File: src/gtrs_pkg.sv
// ----------------------------------------------------------------------------
// gtrs_pkg
// Shared types and constants for the grid tile rank selector.
// ----------------------------------------------------------------------------
package gtrs_pkg;

	localparam int GRID_W   = 6;
	localparam int COUNT_W  = 7;
	localparam int RANK_W   = 3;
	localparam int COORD_W  = 32;
	localparam int STEP_W   = 31;
	localparam int POINTS_W = 16;
	localparam int EDGE_W   = 49;
	localparam int DIFF_W   = 50;
	localparam int PADDR_W  = 4;

	localparam int BOX_LAT_LO = 49;
	localparam int BOX_LAT_HI = 58;
	localparam int BOX_LON_LO = 230;
	localparam int BOX_LON_HI = 234;

	localparam logic [1:0] REG_GRID_COUNT         = 2'd0;
	localparam logic [1:0] REG_OVERLAP_ENABLE     = 2'd1;
	localparam logic [1:0] REG_OVERLAP_GRID       = 2'd2;
	localparam logic [1:0] REG_OVERLAP_GRID_VALID = 2'd3;

	localparam logic CMD_LOAD  = 1'b0;
	localparam logic CMD_QUERY = 1'b1;

	localparam logic [RANK_W-1:0] RANK_NONE   = 3'd0;
	localparam logic [RANK_W-1:0] RANK_CORNER = 3'd1;
	localparam logic [RANK_W-1:0] RANK_EDGE   = 3'd2;
	localparam logic [RANK_W-1:0] RANK_INNER  = 3'd3;
	localparam logic [RANK_W-1:0] RANK_DEEP   = 3'd4;

	typedef struct packed {
		logic                       command;
		logic [GRID_W-1:0]          grid_index;
		logic signed [COORD_W-1:0]  point_lat;
		logic signed [COORD_W-1:0]  point_lon;
		logic signed [COORD_W-1:0]  origin_lat;
		logic signed [COORD_W-1:0]  origin_lon;
		logic [STEP_W-1:0]          lat_spacing;
		logic [STEP_W-1:0]          lon_spacing;
		logic [POINTS_W-1:0]        lat_points;
		logic [POINTS_W-1:0]        lon_points;
		logic                       grid_present;
	} item_t;

	typedef struct packed {
		logic [GRID_W-1:0] selected_grid;
		logic              grid_found;
		logic [RANK_W-1:0] selected_rank;
		logic              overlap_used;
	} result_t;

	typedef struct packed {
		logic [COUNT_W-1:0] grid_count;
		logic               overlap_enable;
		logic [GRID_W-1:0]  overlap_grid;
		logic               overlap_grid_valid;
	} cfg_t;

	typedef struct packed {
		logic signed [COORD_W-1:0] south;
		logic signed [EDGE_W-1:0]  north;
		logic signed [COORD_W-1:0] west;
		logic signed [EDGE_W-1:0]  east;
		logic [STEP_W-1:0]         lat_step;
		logic [STEP_W-1:0]         lon_step;
	} tile_t;

	typedef struct packed {
		logic capture;
		logic ld_mul;
		logic ld_write;
		logic scan_init;
		logic scan_issue;
		logic finish;
	} ctl_cmd_t;

	typedef struct packed {
		logic is_query;
		logic load_ok;
		logic scan_empty;
		logic scan_last;
		logic pipe_busy;
	} dp_status_t;

	typedef enum logic [2:0] {
		ST_IDLE,
		ST_DECODE,
		ST_LOAD_MUL,
		ST_LOAD_WR,
		ST_SCAN,
		ST_DRAIN,
		ST_DONE
	} state_t;

endpackage

File: src/gtrs_regs.sv
// ----------------------------------------------------------------------------
// gtrs_regs
// APB configuration registers.
// ----------------------------------------------------------------------------
module gtrs_regs (
	input  logic                         clk,
	input  logic                         arst_n,
	input  logic                         psel,
	input  logic                         penable,
	input  logic                         pwrite,
	input  logic [gtrs_pkg::PADDR_W-1:0] paddr,
	input  logic [31:0]                  pwdata,
	output logic [31:0]                  prdata,
	output logic                         pready,
	output gtrs_pkg::cfg_t               cfg
);

	gtrs_pkg::cfg_t cfg_q;
	logic           wr_en;

	assign pready = 1'b1;
	assign wr_en  = psel & penable & pwrite;
	assign cfg    = cfg_q;

	always_ff @(posedge clk or negedge arst_n) begin
		if (!arst_n) begin
			cfg_q <= '0;
		end else if (wr_en) begin
			unique case (paddr[3:2])
				gtrs_pkg::REG_GRID_COUNT: begin
					cfg_q.grid_count <= pwdata[gtrs_pkg::COUNT_W-1:0];
				end
				gtrs_pkg::REG_OVERLAP_ENABLE: begin
					cfg_q.overlap_enable <= pwdata[0];
				end
				gtrs_pkg::REG_OVERLAP_GRID: begin
					cfg_q.overlap_grid <= pwdata[gtrs_pkg::GRID_W-1:0];
				end
				gtrs_pkg::REG_OVERLAP_GRID_VALID: begin
					cfg_q.overlap_grid_valid <= pwdata[0];
				end
				default: begin
				end
			endcase
		end
	end

	always_comb begin
		prdata = '0;
		unique case (paddr[3:2])
			gtrs_pkg::REG_GRID_COUNT: begin
				prdata = {{(32-gtrs_pkg::COUNT_W){1'b0}}, cfg_q.grid_count};
			end
			gtrs_pkg::REG_OVERLAP_ENABLE: begin
				prdata = {31'd0, cfg_q.overlap_enable};
			end
			gtrs_pkg::REG_OVERLAP_GRID: begin
				prdata = {{(32-gtrs_pkg::GRID_W){1'b0}}, cfg_q.overlap_grid};
			end
			gtrs_pkg::REG_OVERLAP_GRID_VALID: begin
				prdata = {31'd0, cfg_q.overlap_grid_valid};
			end
			default: begin
				prdata = '0;
			end
		endcase
	end

endmodule

File: config.mk
export PLATFORM = sky130hd
export DESIGN_NAME = gtrs_regs
export DESIGN_NICKNAME = d
export VERILOG_FILES = /design/src/gtrs_pkg.sv /design/src/gtrs_regs.sv
export SDC_FILE = /design/constraint.sdc
export NUM_CORES = 1
export LEC_CHECK = 0
export BUFFER_PORTS_ARGS = -buffer_cell sky130_fd_sc_hd__buf_4
export CAP_MARGIN = 40
export CORE_UTILIZATION = 36
export DETAILED_ROUTE_END_ITERATION = 6
export PLACE_DENSITY = 0.78
export SYNTH_ARGS = -nofsm -noshare
export SYNTH_HDL_FRONTEND = slang
export SYNTH_SLANG_ARGS = --single-unit
File: constraint.sdc
create_clock -name clk -period 1.3 [get_ports clk]
set_input_delay 0.26 -clock clk [delete_from_list [all_inputs] [get_ports clk]]
set_output_delay 0.26 -clock clk [all_outputs]
set_load 0.02 [all_outputs]
==> reports/results.ini <==
[synthesis]
synthTopCellsByArea = dfrtp_1 (40%), buf_4 (21%), mux2_2 (9.5%), mux2_4 (9.5%), mux2i_1 (5.3%)
avgSynthCellArea_um2 = 11.97
synth_top_area_share_pct = 39.68
synth-edff-count = 0
synth_cell_types = 17
synthArstFlopShare_pct = 100.0
synthTopCellsByCount = buf_4 (27), dfrtp_1 (15), mux2_2 (8)
ys.flop_type = dfrtp_1
yosys.area.top_type = dfrtp_1
yosys_warnings = 0
syn-cell-area_um2 = 945.9
synthMostInstantiatedCell = buf_4
ys_ff_latch = 15
seq_area_frac_synth_pct = 39.68
synth_cells = 79

[finish]
drive_gt1_share_pct = 55.73
fin_nets = 173
largest_register_ffs = 15
final_cells = 161
fillCellCount = 234
antenna_cells = 0
syn_to_final_growth_pct = 35.19

[worst_setup_path]
path_cells = mux4_2 -> buf_6
cp_slowest_cell = mux4_2
crit_type = register to output port
critPathCapture = prdata[0]
r2r_start = cfg[1]
reg2reg_to = cfg[1]
max_stage_delay_ns = 0.48
cp-end-kind = output port
crit_start = cfg[0]
r2r_slack_ns = 0.29
crit_path_start_kind = register
required_ns = 1.04
critPathArrivalTime_ns = 1.29
ff2ff_path_depth = 3
path_max_fanout = 2

[drt]
vias = 677
detail-route-antenna-nets = 0
firstDrtPassIters = 3
routedWlPerCell_um = 11.79
via_per_inst = 4.205
drc_errors = 0
routed_wl_um = 1898
drt-initial-drc-count = 2

[global_route]
grt_pass1_vias = 638
grt_overflow = 0
antenna_found_initial = 0
grt_use_total_pct = 15.14
grt_pass1_wl_um = 3001
grt_max_degree = 16

[timing]
fin_skew_ns = 0
setup_viol = 2
hold_viol_final = 0
clock.fmax_mhz = 645.0
post-route-period-util_pct = 119.3
rsz0062_at_grt = true
finalMaxSlewViolations = 0
period_minus_slack_ns = 1.550
setup_ws_ns = -0.2505

[floorplan]
coreArea_mm2 = 0.002477
num_rows = 18
start_util_pct = 38.18
ios = 89
fp.dieW_um = 53.26
die_h_um = 53.26
fp.dieArea_mm2 = 0.002837

[clocking]
cts_tree = done
cts.sinks = 15
clk_latency_ns = 0.27
clk_pin_slew_worst_paths_ns = 0.09
cts_buffers = 3
clock_path_buffers = 2
htree_levels = 1
clock-root-buffer = clkbuf_4

[power_and_ir_drop]
leakage_nw = 0.6939
power_w = 0.001806
power_density_mw_per_mm2 = 1412
irDropWorstVdd_mv = 0.8501

[status]
violations = setup timing
status = complete, but fails checks

[placed_design]
dp.cells = 146
hpwl_um = 1375
io_buffers = 35
gp_congestion = 0.7611

[worst_hold_path]
min_path_type = input pin to register

[flow_run]
maxCapViolCount = 0

-- critical path: cells and delay by family, from the launching register on --
family                 cells  cell delay (ns)
muxes                      1             0.48
DFF                        1             0.39
buffers and inverters      1             0.15
-- cell families after synthesis --
family                 Yosys count  share of synthesized area [%]
buffers and inverters           29                          23.81
multiplexers                    21                          28.31
flip-flops                      15                          39.68
AND/OR/NAND/NOR                 12                          7.409
other                            2                         0.7939
-- what timing repair did --
item / 4_1_cts / 5_1_grt
setup endpoints to repair: 5 / 6
buffers inserted: 6 / 4
hold buffers: 1 / 0
resized for setup: 1 / 1
hold endpoints to repair: 15 / 0
-- report_power, final --
group	total (W)	switching (W)	internal, W
logic	0.000899	0.000435	0.000464
registers	0.000641	0.0000661	0.000575
clock network	0.000266	0.000147	0.000119
-- per-stage QoR --
| stage | setup TNS [ns] | utilization, % | hold slack [ns] | area, um^2 | setup WS, ns |
|---|---|---|---|---|---|
| 2_1_floorplan | 0 | - | -0.03559 | 1032 | 0.03961 |
| 3_3_place_gp | -0.7741 | 46.82 | 0.1229 | 1160 | -0.1092 |
| 3_5_place_dp | -1.003 | 46.82 | 0.1271 | 1160 | -0.1186 |
| 4_1_cts | -0.2673 | 50.25 | 0.1877 | 1245 | -0.2673 |
| 5_1_grt | -0.5169 | 51.62 | 0.1922 | 1279 | -0.3018 |
| 6_report | -0.2597 | 51.62 | 0.1969 | 1279 | -0.2505 |
-- cell type report --
cell class	instances	area (um^2)	share of cell area, %
clock buffer	4	26.28	2.055
multi-input combinational	59	431.7	33.76
sequential	15	375.4	29.35
tap	30	37.54	2.935
timing repair buffer	53	407.9	31.90
-- cell usage in the layout (no fill, tap or decap) --
master,synthesis,layout
buf_4,27,50
conb_1,2,26
dfrtp_1,15,15
mux2_2,8,8
mux2_4,6,6
mux2i_1,5,5
nor2_1,5,5
clkbuf_4,0,3
buf_6,2,2
nor2_2,1,1
and2_1,1,1
mux4_2,0,1
and3_4,1,1
nand2_2,1,1
mux2_1,1,1
nand3b_1,1,1
and3b_1,1,1
nand3_1,1,1
clkbuf_1,0,1
dlygate4sd3_1,0,1
-- worst min path at each step --
stage | slack [ns] | start | cells after the start | to
global placement | 0.12 | arst_n | 1 | cfg[10]
finish | 0.20 | pwdata[6] | 2 | cfg[14]
CTS | 0.19 | pwdata[6] | 2 | cfg[14]
floorplan | -0.04 | arst_n | 0 | cfg[0]
global route | 0.19 | pwdata[5] | 2 | cfg[6]
detailed placement | 0.13 | arst_n | 1 | cfg[6]
-- metal layers --
layer  GRT usage, %  share of wire, %  vias to the layer above
met5              0                 0                        -
met4          5.263                 0                        0
met3          3.161               9.2                        0
met2          24.79                48                       49
met1          19.43                43                      311
li1               -                 -                      317
Note: power is estimated with default switching activity, not from simulation.
