$ cat src/gtrs_pkg.sv
// ----------------------------------------------------------------------------
// gtrs_pkg
// Shared types and constants for the grid tile rank selector.
// ----------------------------------------------------------------------------
package gtrs_pkg;

	localparam int GRID_W   = 6;
	localparam int COUNT_W  = 7;
	localparam int RANK_W   = 3;
	localparam int COORD_W  = 32;
	localparam int STEP_W   = 31;
	localparam int POINTS_W = 16;
	localparam int EDGE_W   = 49;
	localparam int DIFF_W   = 50;
	localparam int PADDR_W  = 4;

	localparam int BOX_LAT_LO = 49;
	localparam int BOX_LAT_HI = 58;
	localparam int BOX_LON_LO = 230;
	localparam int BOX_LON_HI = 234;

	localparam logic [1:0] REG_GRID_COUNT         = 2'd0;
	localparam logic [1:0] REG_OVERLAP_ENABLE     = 2'd1;
	localparam logic [1:0] REG_OVERLAP_GRID       = 2'd2;
	localparam logic [1:0] REG_OVERLAP_GRID_VALID = 2'd3;

	localparam logic CMD_LOAD  = 1'b0;
	localparam logic CMD_QUERY = 1'b1;

	localparam logic [RANK_W-1:0] RANK_NONE   = 3'd0;
	localparam logic [RANK_W-1:0] RANK_CORNER = 3'd1;
	localparam logic [RANK_W-1:0] RANK_EDGE   = 3'd2;
	localparam logic [RANK_W-1:0] RANK_INNER  = 3'd3;
	localparam logic [RANK_W-1:0] RANK_DEEP   = 3'd4;

	typedef struct packed {
		logic                       command;
		logic [GRID_W-1:0]          grid_index;
		logic signed [COORD_W-1:0]  point_lat;
		logic signed [COORD_W-1:0]  point_lon;
		logic signed [COORD_W-1:0]  origin_lat;
		logic signed [COORD_W-1:0]  origin_lon;
		logic [STEP_W-1:0]          lat_spacing;
		logic [STEP_W-1:0]          lon_spacing;
		logic [POINTS_W-1:0]        lat_points;
		logic [POINTS_W-1:0]        lon_points;
		logic                       grid_present;
	} item_t;

	typedef struct packed {
		logic [GRID_W-1:0] selected_grid;
		logic              grid_found;
		logic [RANK_W-1:0] selected_rank;
		logic              overlap_used;
	} result_t;

	typedef struct packed {
		logic [COUNT_W-1:0] grid_count;
		logic               overlap_enable;
		logic [GRID_W-1:0]  overlap_grid;
		logic               overlap_grid_valid;
	} cfg_t;

	typedef struct packed {
		logic signed [COORD_W-1:0] south;
		logic signed [EDGE_W-1:0]  north;
		logic signed [COORD_W-1:0] west;
		logic signed [EDGE_W-1:0]  east;
		logic [STEP_W-1:0]         lat_step;
		logic [STEP_W-1:0]         lon_step;
	} tile_t;

	typedef struct packed {
		logic capture;
		logic ld_mul;
		logic ld_write;
		logic scan_init;
		logic scan_issue;
		logic finish;
	} ctl_cmd_t;

	typedef struct packed {
		logic is_query;
		logic load_ok;
		logic scan_empty;
		logic scan_last;
		logic pipe_busy;
	} dp_status_t;

	typedef enum logic [2:0] {
		ST_IDLE,
		ST_DECODE,
		ST_LOAD_MUL,
		ST_LOAD_WR,
		ST_SCAN,
		ST_DRAIN,
		ST_DONE
	} state_t;

endpackage

$ cat src/gtrs_ctrl.sv
// ----------------------------------------------------------------------------
// gtrs_ctrl
// Sequencer for load and query words.
// ----------------------------------------------------------------------------
module gtrs_ctrl (
	input  logic                 clk,
	input  logic                 arst_n,
	input  logic                 start,
	input  gtrs_pkg::dp_status_t status,
	output gtrs_pkg::ctl_cmd_t   cmd,
	output logic                 busy
);

	gtrs_pkg::state_t state_q;
	gtrs_pkg::state_t state_next;

	always_ff @(posedge clk or negedge arst_n) begin
		if (!arst_n) begin
			state_q <= gtrs_pkg::ST_IDLE;
		end else begin
			state_q <= state_next;
		end
	end

	always_comb begin
		state_next = state_q;
		cmd        = '0;
		busy       = 1'b1;
		unique case (state_q)
			gtrs_pkg::ST_IDLE: begin
				busy = 1'b0;
				if (start) begin
					cmd.capture = 1'b1;
					state_next  = gtrs_pkg::ST_DECODE;
				end
			end
			gtrs_pkg::ST_DECODE: begin
				if (status.is_query) begin
					cmd.scan_init = 1'b1;
					state_next    = status.scan_empty ? gtrs_pkg::ST_DONE : gtrs_pkg::ST_SCAN;
				end else begin
					state_next = status.load_ok ? gtrs_pkg::ST_LOAD_MUL : gtrs_pkg::ST_IDLE;
				end
			end
			gtrs_pkg::ST_LOAD_MUL: begin
				cmd.ld_mul = 1'b1;
				state_next = gtrs_pkg::ST_LOAD_WR;
			end
			gtrs_pkg::ST_LOAD_WR: begin
				cmd.ld_write = 1'b1;
				state_next   = gtrs_pkg::ST_IDLE;
			end
			gtrs_pkg::ST_SCAN: begin
				cmd.scan_issue = 1'b1;
				if (status.scan_last) begin
					state_next = gtrs_pkg::ST_DRAIN;
				end
			end
			gtrs_pkg::ST_DRAIN: begin
				if (!status.pipe_busy) begin
					state_next = gtrs_pkg::ST_DONE;
				end
			end
			gtrs_pkg::ST_DONE: begin
				cmd.finish = 1'b1;
				state_next = gtrs_pkg::ST_IDLE;
			end
			default: begin
				state_next = gtrs_pkg::ST_IDLE;
			end
		endcase
	end

endmodule

$ cat config.mk
export PLATFORM = sky130hd
export DESIGN_NAME = gtrs_ctrl
export DESIGN_NICKNAME = d
export VERILOG_FILES = /design/src/gtrs_pkg.sv /design/src/gtrs_ctrl.sv
export SDC_FILE = /design/constraint.sdc
export NUM_CORES = 1
export LEC_CHECK = 0
export BUFFER_PORTS_ARGS = -buffer_cell sky130_fd_sc_hd__buf_4
export CORE_AREA = 3 3 40 42
export DETAILED_ROUTE_END_ITERATION = 10
export DIE_AREA = 0 0 43 45
export PLACE_DENSITY_LB_ADDON = 0.15
export SLEW_MARGIN = 20
export SYNTH_ARGS = -nofsm -noshare
export SYNTH_HDL_FRONTEND = slang
export SYNTH_SLANG_ARGS = --single-unit
$ cat constraint.sdc
create_clock -name clk -period 3.3 [get_ports clk]
set_clock_uncertainty 0.05 [all_clocks]
set_input_delay 0.33 -clock clk [delete_from_list [all_inputs] [get_ports clk]]
set_output_delay 0.33 -clock clk [all_outputs]
set_load 0.02 [all_outputs]
==> metrics.yaml, run 1 <==
total_leakage_power_nw: 0.183
fill_cells: 141
power_density_nw_per_um2: 854
run_status: "finished, final reports clean"
synth-edff-count: 0
cts_hold_buf: 1
hpwl_um: 428
max_slew_margin: 0.820
cts_max_level: 1
rows: 13
dr.pass1.iters: 1
yosysMostFrequentCell: "dfrtp_1"
antenna_found_initial: 0
syn_avg_cell_area_um2: 9.46
cp.arrival_ns: 1.32
drive_gt1_frac: 0.585
die_h_um: 45
antenna_left: 0
gp_congestion: 0.691
setup_viol: 0
root_buffer: "clkbuf_4"
place_area_um2: 337
postSynthCellCount: 25
hold_class: "input pin to flop"
startpoint_type: "flop"
path_clk_slew_ns: 0.04
synth.top_cell.area_share: 0.317
top_regs: "state_q x3"
post_cts_buffers: 0
fin_hold_ws_ns: 0.319
ir_drop_uv: 233
core_area_um2: 1280
num_vias: 222
synthTopCellsByCount: "3 x dfrtp_1, 2 x and3b_2, 2 x nor2_1"
insertion_delay_ns: 0.23
fin_crit_sh: 0.515
max_freq_mhz: 588
syn-num-nets: 33
vias_per_cell: 3.96
grt.total_usage: 0.0667
ys_async_sr_fraction: 1.00
synthFlopType: "dfrtp_1"
synth_warnings: 0
cts.sink_count: 3
endpoint_kind: "output port"
synth.distinct_cells: 21
grt_pass1_vias: 213
seq_area_frac_synth: 0.317
netlist_area_um2: 236
synth.area.top_cells: "dfrtp_1 32%, and3b_2 8.5%, and4bb_2 5.3%, buf_6 4.8%, mux2_2 4.8%"
grt_pass1_wl_um: 897
finalWorstSetupSlack_ns: 1.60
grt_overflow: 0
ys_ff_latch: 3
slew_viol_final: 0
place_ws_ns: 1.84
hold_viol: 0
fin_area_um2: 373
drcViolationCount: 0
top_level_ports: 15
required_ns: 2.92
yosysTopAreaCell: "dfrtp_1"
maxCapViolations: 0
wirelength_um: 546
wl_per_cell_um: 9.75
fin_nets: 50
setup_tns_ns: 0
period_needed_ns: 1.70
syn_to_final_growth_pct: 57.7
cts-resized-gates: 0
power_uw: 318
diodes: 0
rsz0062_at_grt: "false"
clockBufferDepth: 2
numPortBuffers: 14
grt_max_degree: 11
drtIter0Drc: 0
largest_reg_flops: 3
critPathKind: "flop to output port"
initial_core_util: 0.184
worstMarginPinSlew_ns: 0.270
cts_buffers: 3
dieArea_um2: 1940
cts_tree: "built"
fp.dieW_um: 43
path_max_fanout: 10
regMostFlops: "state_q"
## layout by cell type (no fill, tap or decap), drive strengths merged
master,count
or3,1
nor2,3
mux2,1
o21ai,2
dfrtp,3
clkbuf,4
dlygate4sd3,1
nand2,1
mux2i,1
and3b,2
nand2b,1
and4bb,1
nor3b,1
buf,14
o211ai,1
and2,1
inv,1
o21bai,1
a21oi,1
## worst max-delay path: stages, from the launching register on
cell and delay [ns]:
dfrtp_1 0.45, or3_4 0.42, nor2_2 0.08, buf_4 0.14
## through the flow
stage | std cells | utilization
floorplan | 25 | -
global route | 56 | 0.290
finish | 56 | 0.290
CTS | 56 | 0.290
global placement | 51 | 0.262
detailed placement | 51 | 0.262
## where the power goes
part	internal, mW	total, mW	switching (mW)
sequential	0.0536	0.0908	0.0372
combinational	0.0873	0.165	0.0781
clock	0.0452	0.0624	0.0172
total	0.186	0.318	0.132
## area by class of cell
class | instances | area [um2] | area share
Tap cell | 15 | 18.8 | 0.0503
Multi-Input combinational cell | 18 | 134 | 0.359
Clock buffer | 4 | 26.3 | 0.0705
Timing Repair Buffer | 15 | 115 | 0.309
Sequential cell | 3 | 75.1 | 0.201
Inverter | 1 | 3.75 | 0.0101
## final timing paths
check / from / to / slack, ns / cells past startpoint
worst min register to register: state_q[1]$_DFFE_PN0P_ / state_q[2]$_DFFE_PN0P_ / 0.54 / 1
worst max-delay path: state_q[1]$_DFFE_PN0P_ / cmd[5] / 1.60 / 3
worst max register to register: state_q[0]$_DFFE_PN0P_ / state_q[1]$_DFFE_PN0P_ / 2.19 / 3
max in group asynchronous: arst_n / state_q[0]$_DFFE_PN0P_ / 2.73 / 2
min in group asynchronous: arst_n / state_q[1]$_DFFE_PN0P_ / 0.38 / 2
worst min-delay path: status[4] / state_q[2]$_DFFE_PN0P_ / 0.32 / 3
## cells by family after synthesis
| group | count (synthesis) | share of synthesized area |
|---|---|---|
| simple gates | 11 | 0.349 |
| mux | 2 | 0.0899 |
| flops | 3 | 0.317 |
| buf+inv | 4 | 0.116 |
| compound gates | 5 | 0.127 |
## per-layer routing
metal	vias up	track usage	wire length [um]
li1	118	-	-
met1	93	0.0749	237
met2	11	0.0838	252
met3	0	0.0359	57
met4	0	0.0723	0
met5	-	0	0
No activity file was read; power rests on OpenSTA's default activity.
==> inputs of run 2 (changes only) <==
Settings changed: ABC_AREA set to 1.
Clock period 3.3 ns to 1.4 ns, I/O delays scaled along.
==> run 2 against run 1 <==
Net effect: worst hold slack worse by 0.16 ns; routed wire length is 17% higher; critical endpoint unchanged; first-iteration DRC count is 6 higher.
==> metrics.yaml, run 2 <==
run_status: "finished, final reports clean"
max_slew_margin: 0.888
place_ws_ns: 0.259
timing.reg2reg.worst_path_depth: 5
antenna_left: 0
postSynthCellCount: 31
wl_per_cell_um: 9.57
gp_congestion: 0.722
r2r_slack_ns: 0.27
maxCapViolations: 0
hold_class: "input pin to flop"
vias_per_cell: 4.12
grt_max_degree: 8
synthFlopType: "dfrtp_1"
max_freq_mhz: 743
hold_end: "state_q[2]$_DFFE_PN0P_"
dr.pass1.iters: 2
power_uw: 873
grt.total_usage: 0.0710
synth-edff-count: 0
rsz0062_at_grt: "true"
ir_drop_uv: 939
cts.sink_count: 3
hpwl_um: 466
p_sw_frac: 0.461
insertion_delay_ns: 0.23
cp.arrival_ns: 1.16
startpoint_type: "flop"
required_ns: 1.21
power_density_nw_per_um2: 2170
fin_area_um2: 402
initial_core_util: 0.161
synthTopCellsByCount: "5 x nand2_1, 4 x nor2_1, 4 x nor3_1"
slew_viol_final: 0
min_from: "status[4]"
grt_pass1_wl_um: 993
die_h_um: 45
critPathKind: "flop to output port"
yosysTopAreaCell: "dfrtp_1"
syn_to_final_growth_pct: 94.5
antenna_found_initial: 0
ys_async_sr_fraction: 1.00
fin_crit_sh: 0.962
fin_nets: 61
core_area_um2: 1280
top_regs: "state_q x3"
placed_cells: 60
drtIter0Drc: 6
worstMarginPinSlew_ns: 0.167
root_buffer: "clkbuf_4"
yosysMostFrequentCell: "nand2_1"
endpoint_kind: "output port"
grt_overflow: 0
intPower_uw: 471
numPortBuffers: 14
setup_viol: 0
top_level_ports: 15
ys_ff_latch: 3
synth_warnings: 0
finalWorstSetupSlack_ns: 0.0532
hold_viol: 0
dieArea_um2: 1940
place_area_um2: 330
hold-path-cell-count: 3
grt_pass1_vias: 280
netlist_area_um2: 206
num_vias: 276
drcViolationCount: 0
cts_buffers: 3
total_leakage_power_nw: 0.201
wirelength_um: 641
fp.dieW_um: 43
synth.area.top_cells: "dfrtp_1 36%, nor3_1 9.7%, nand2_1 9.1%, nand3_1 7.3%, nor2_1 7.3%"
syn-num-nets: 39
cts_max_level: 1
path_max_fanout: 7
synth.top_cell.area_share: 0.364
p_switching_uw: 403
diodes: 0
r2r_end: "state_q[0]$_DFFE_PN0P_"
combPwrFrac: 0.569
layout.cells.non_filler: 67
cts_tree: "built"
drive_gt1_frac: 0.538
synth.distinct_cells: 13
period_needed_ns: 1.35
path_clk_slew_ns: 0.04
clockBufferDepth: 2
mostFrequentLayoutCell: "buf_4"
largest_reg_flops: 3
regMostFlops: "state_q"
seqPwrFrac: 0.261
clock_power_share: 0.170
mostFrequentLayoutCells: "15 x buf_4, 4 x nand2_1, 4 x nor3_1"
syn_avg_cell_area_um2: 6.66
rows: 13
seq_area_frac_synth: 0.364
timing.rr.start: "state_q[0]$_DFFE_PN0P_"
==> run 2: cell count changes after synthesis, sizes merged, moves of 2 or more <==
cell / change
buf: -2
inv: +4
nor3: +5
and3b: -2
nand2: +4
nand3: +3
==> run 2: power by group through the flow <==
stage / logic (mW) / registers [mW] / clock network [mW]
after detailed placement: 0.415 / 0.208 / 0
after global routing: 0.548 / 0.239 / 0.162
after global placement: 0.420 / 0.213 / 0
after CTS: 0.419 / 0.206 / 0.158
after floorplan: 0.269 / 0.188 / 0
final: 0.497 / 0.228 / 0.149
==> run 2: cell families (layout without fill, tap and decap cells) <==
kind of cell / after synthesis / in the layout / synth area share
DFF: 3 / 3 / 0.364
buffers and inverters: 5 / 26 / 0.0909
AOI/OAI and AO/OA: 4 / 4 / 0.0969
and+or+nand+nor: 19 / 19 / 0.448
==> run 2: final cells by class <==
cell class              count  area, um2
fillers                   142        883
well taps                  15       18.8
clock buffers               4       26.3
multi-input cells          23        125
repair buffers             17        134
flip-flops and latches      3       78.8
inverters                   5       18.8
==> run 2: layer usage <==
layer,vias to the layer above,part of all wire,global-route usage,wire (um)
li1,147,-,-,-
met1,120,0.45,0.0825,287
met2,9,0.48,0.105,308
met3,0,0.070,0.0159,45
met4,0,0,0.0723,0
met5,-,0,0,0
==> run 2: timing repair <==
item / 4_1_cts / 5_1_grt
hold buffers: 1 / 0
endpoints found under the setup margin: 0 / 4
hold endpoints to repair: 3 / 0
resized for setup: 0 / 8
setup buffers: 0 / 2
==> run 2: worst max path at each step <==
stage                                 startpoint  endpoint  slack (ns)
after floorplan           state_q[1]$_DFFE_PN0P_    cmd[5]        0.12
after global placement    state_q[0]$_DFFE_PN0P_    cmd[5]        0.25
after detailed placement  state_q[0]$_DFFE_PN0P_    cmd[5]        0.26
after CTS                 state_q[0]$_DFFE_PN0P_    cmd[5]       0.002
after global routing      state_q[0]$_DFFE_PN0P_    cmd[5]       -0.03
final                     state_q[0]$_DFFE_PN0P_    cmd[5]        0.05
==> run 2: per-stage QoR <==
stage	hold WS, ns	TNS [ns]	util
after floorplan	-0.206	0	-
after global routing	0.192	-0.0261	0.313
final	0.159	0	0.313
after CTS	0.157	0	0.285
after detailed placement	-0.120	0	0.257
after global placement	-0.119	0	0.257
==> run 2: worst max-delay path, cell delays in order (launching register included) <==
cell     delay (ns)
dfrtp_2        0.46
nor2_4         0.16
nand2_2        0.07
nor2_2         0.12
buf_6          0.12
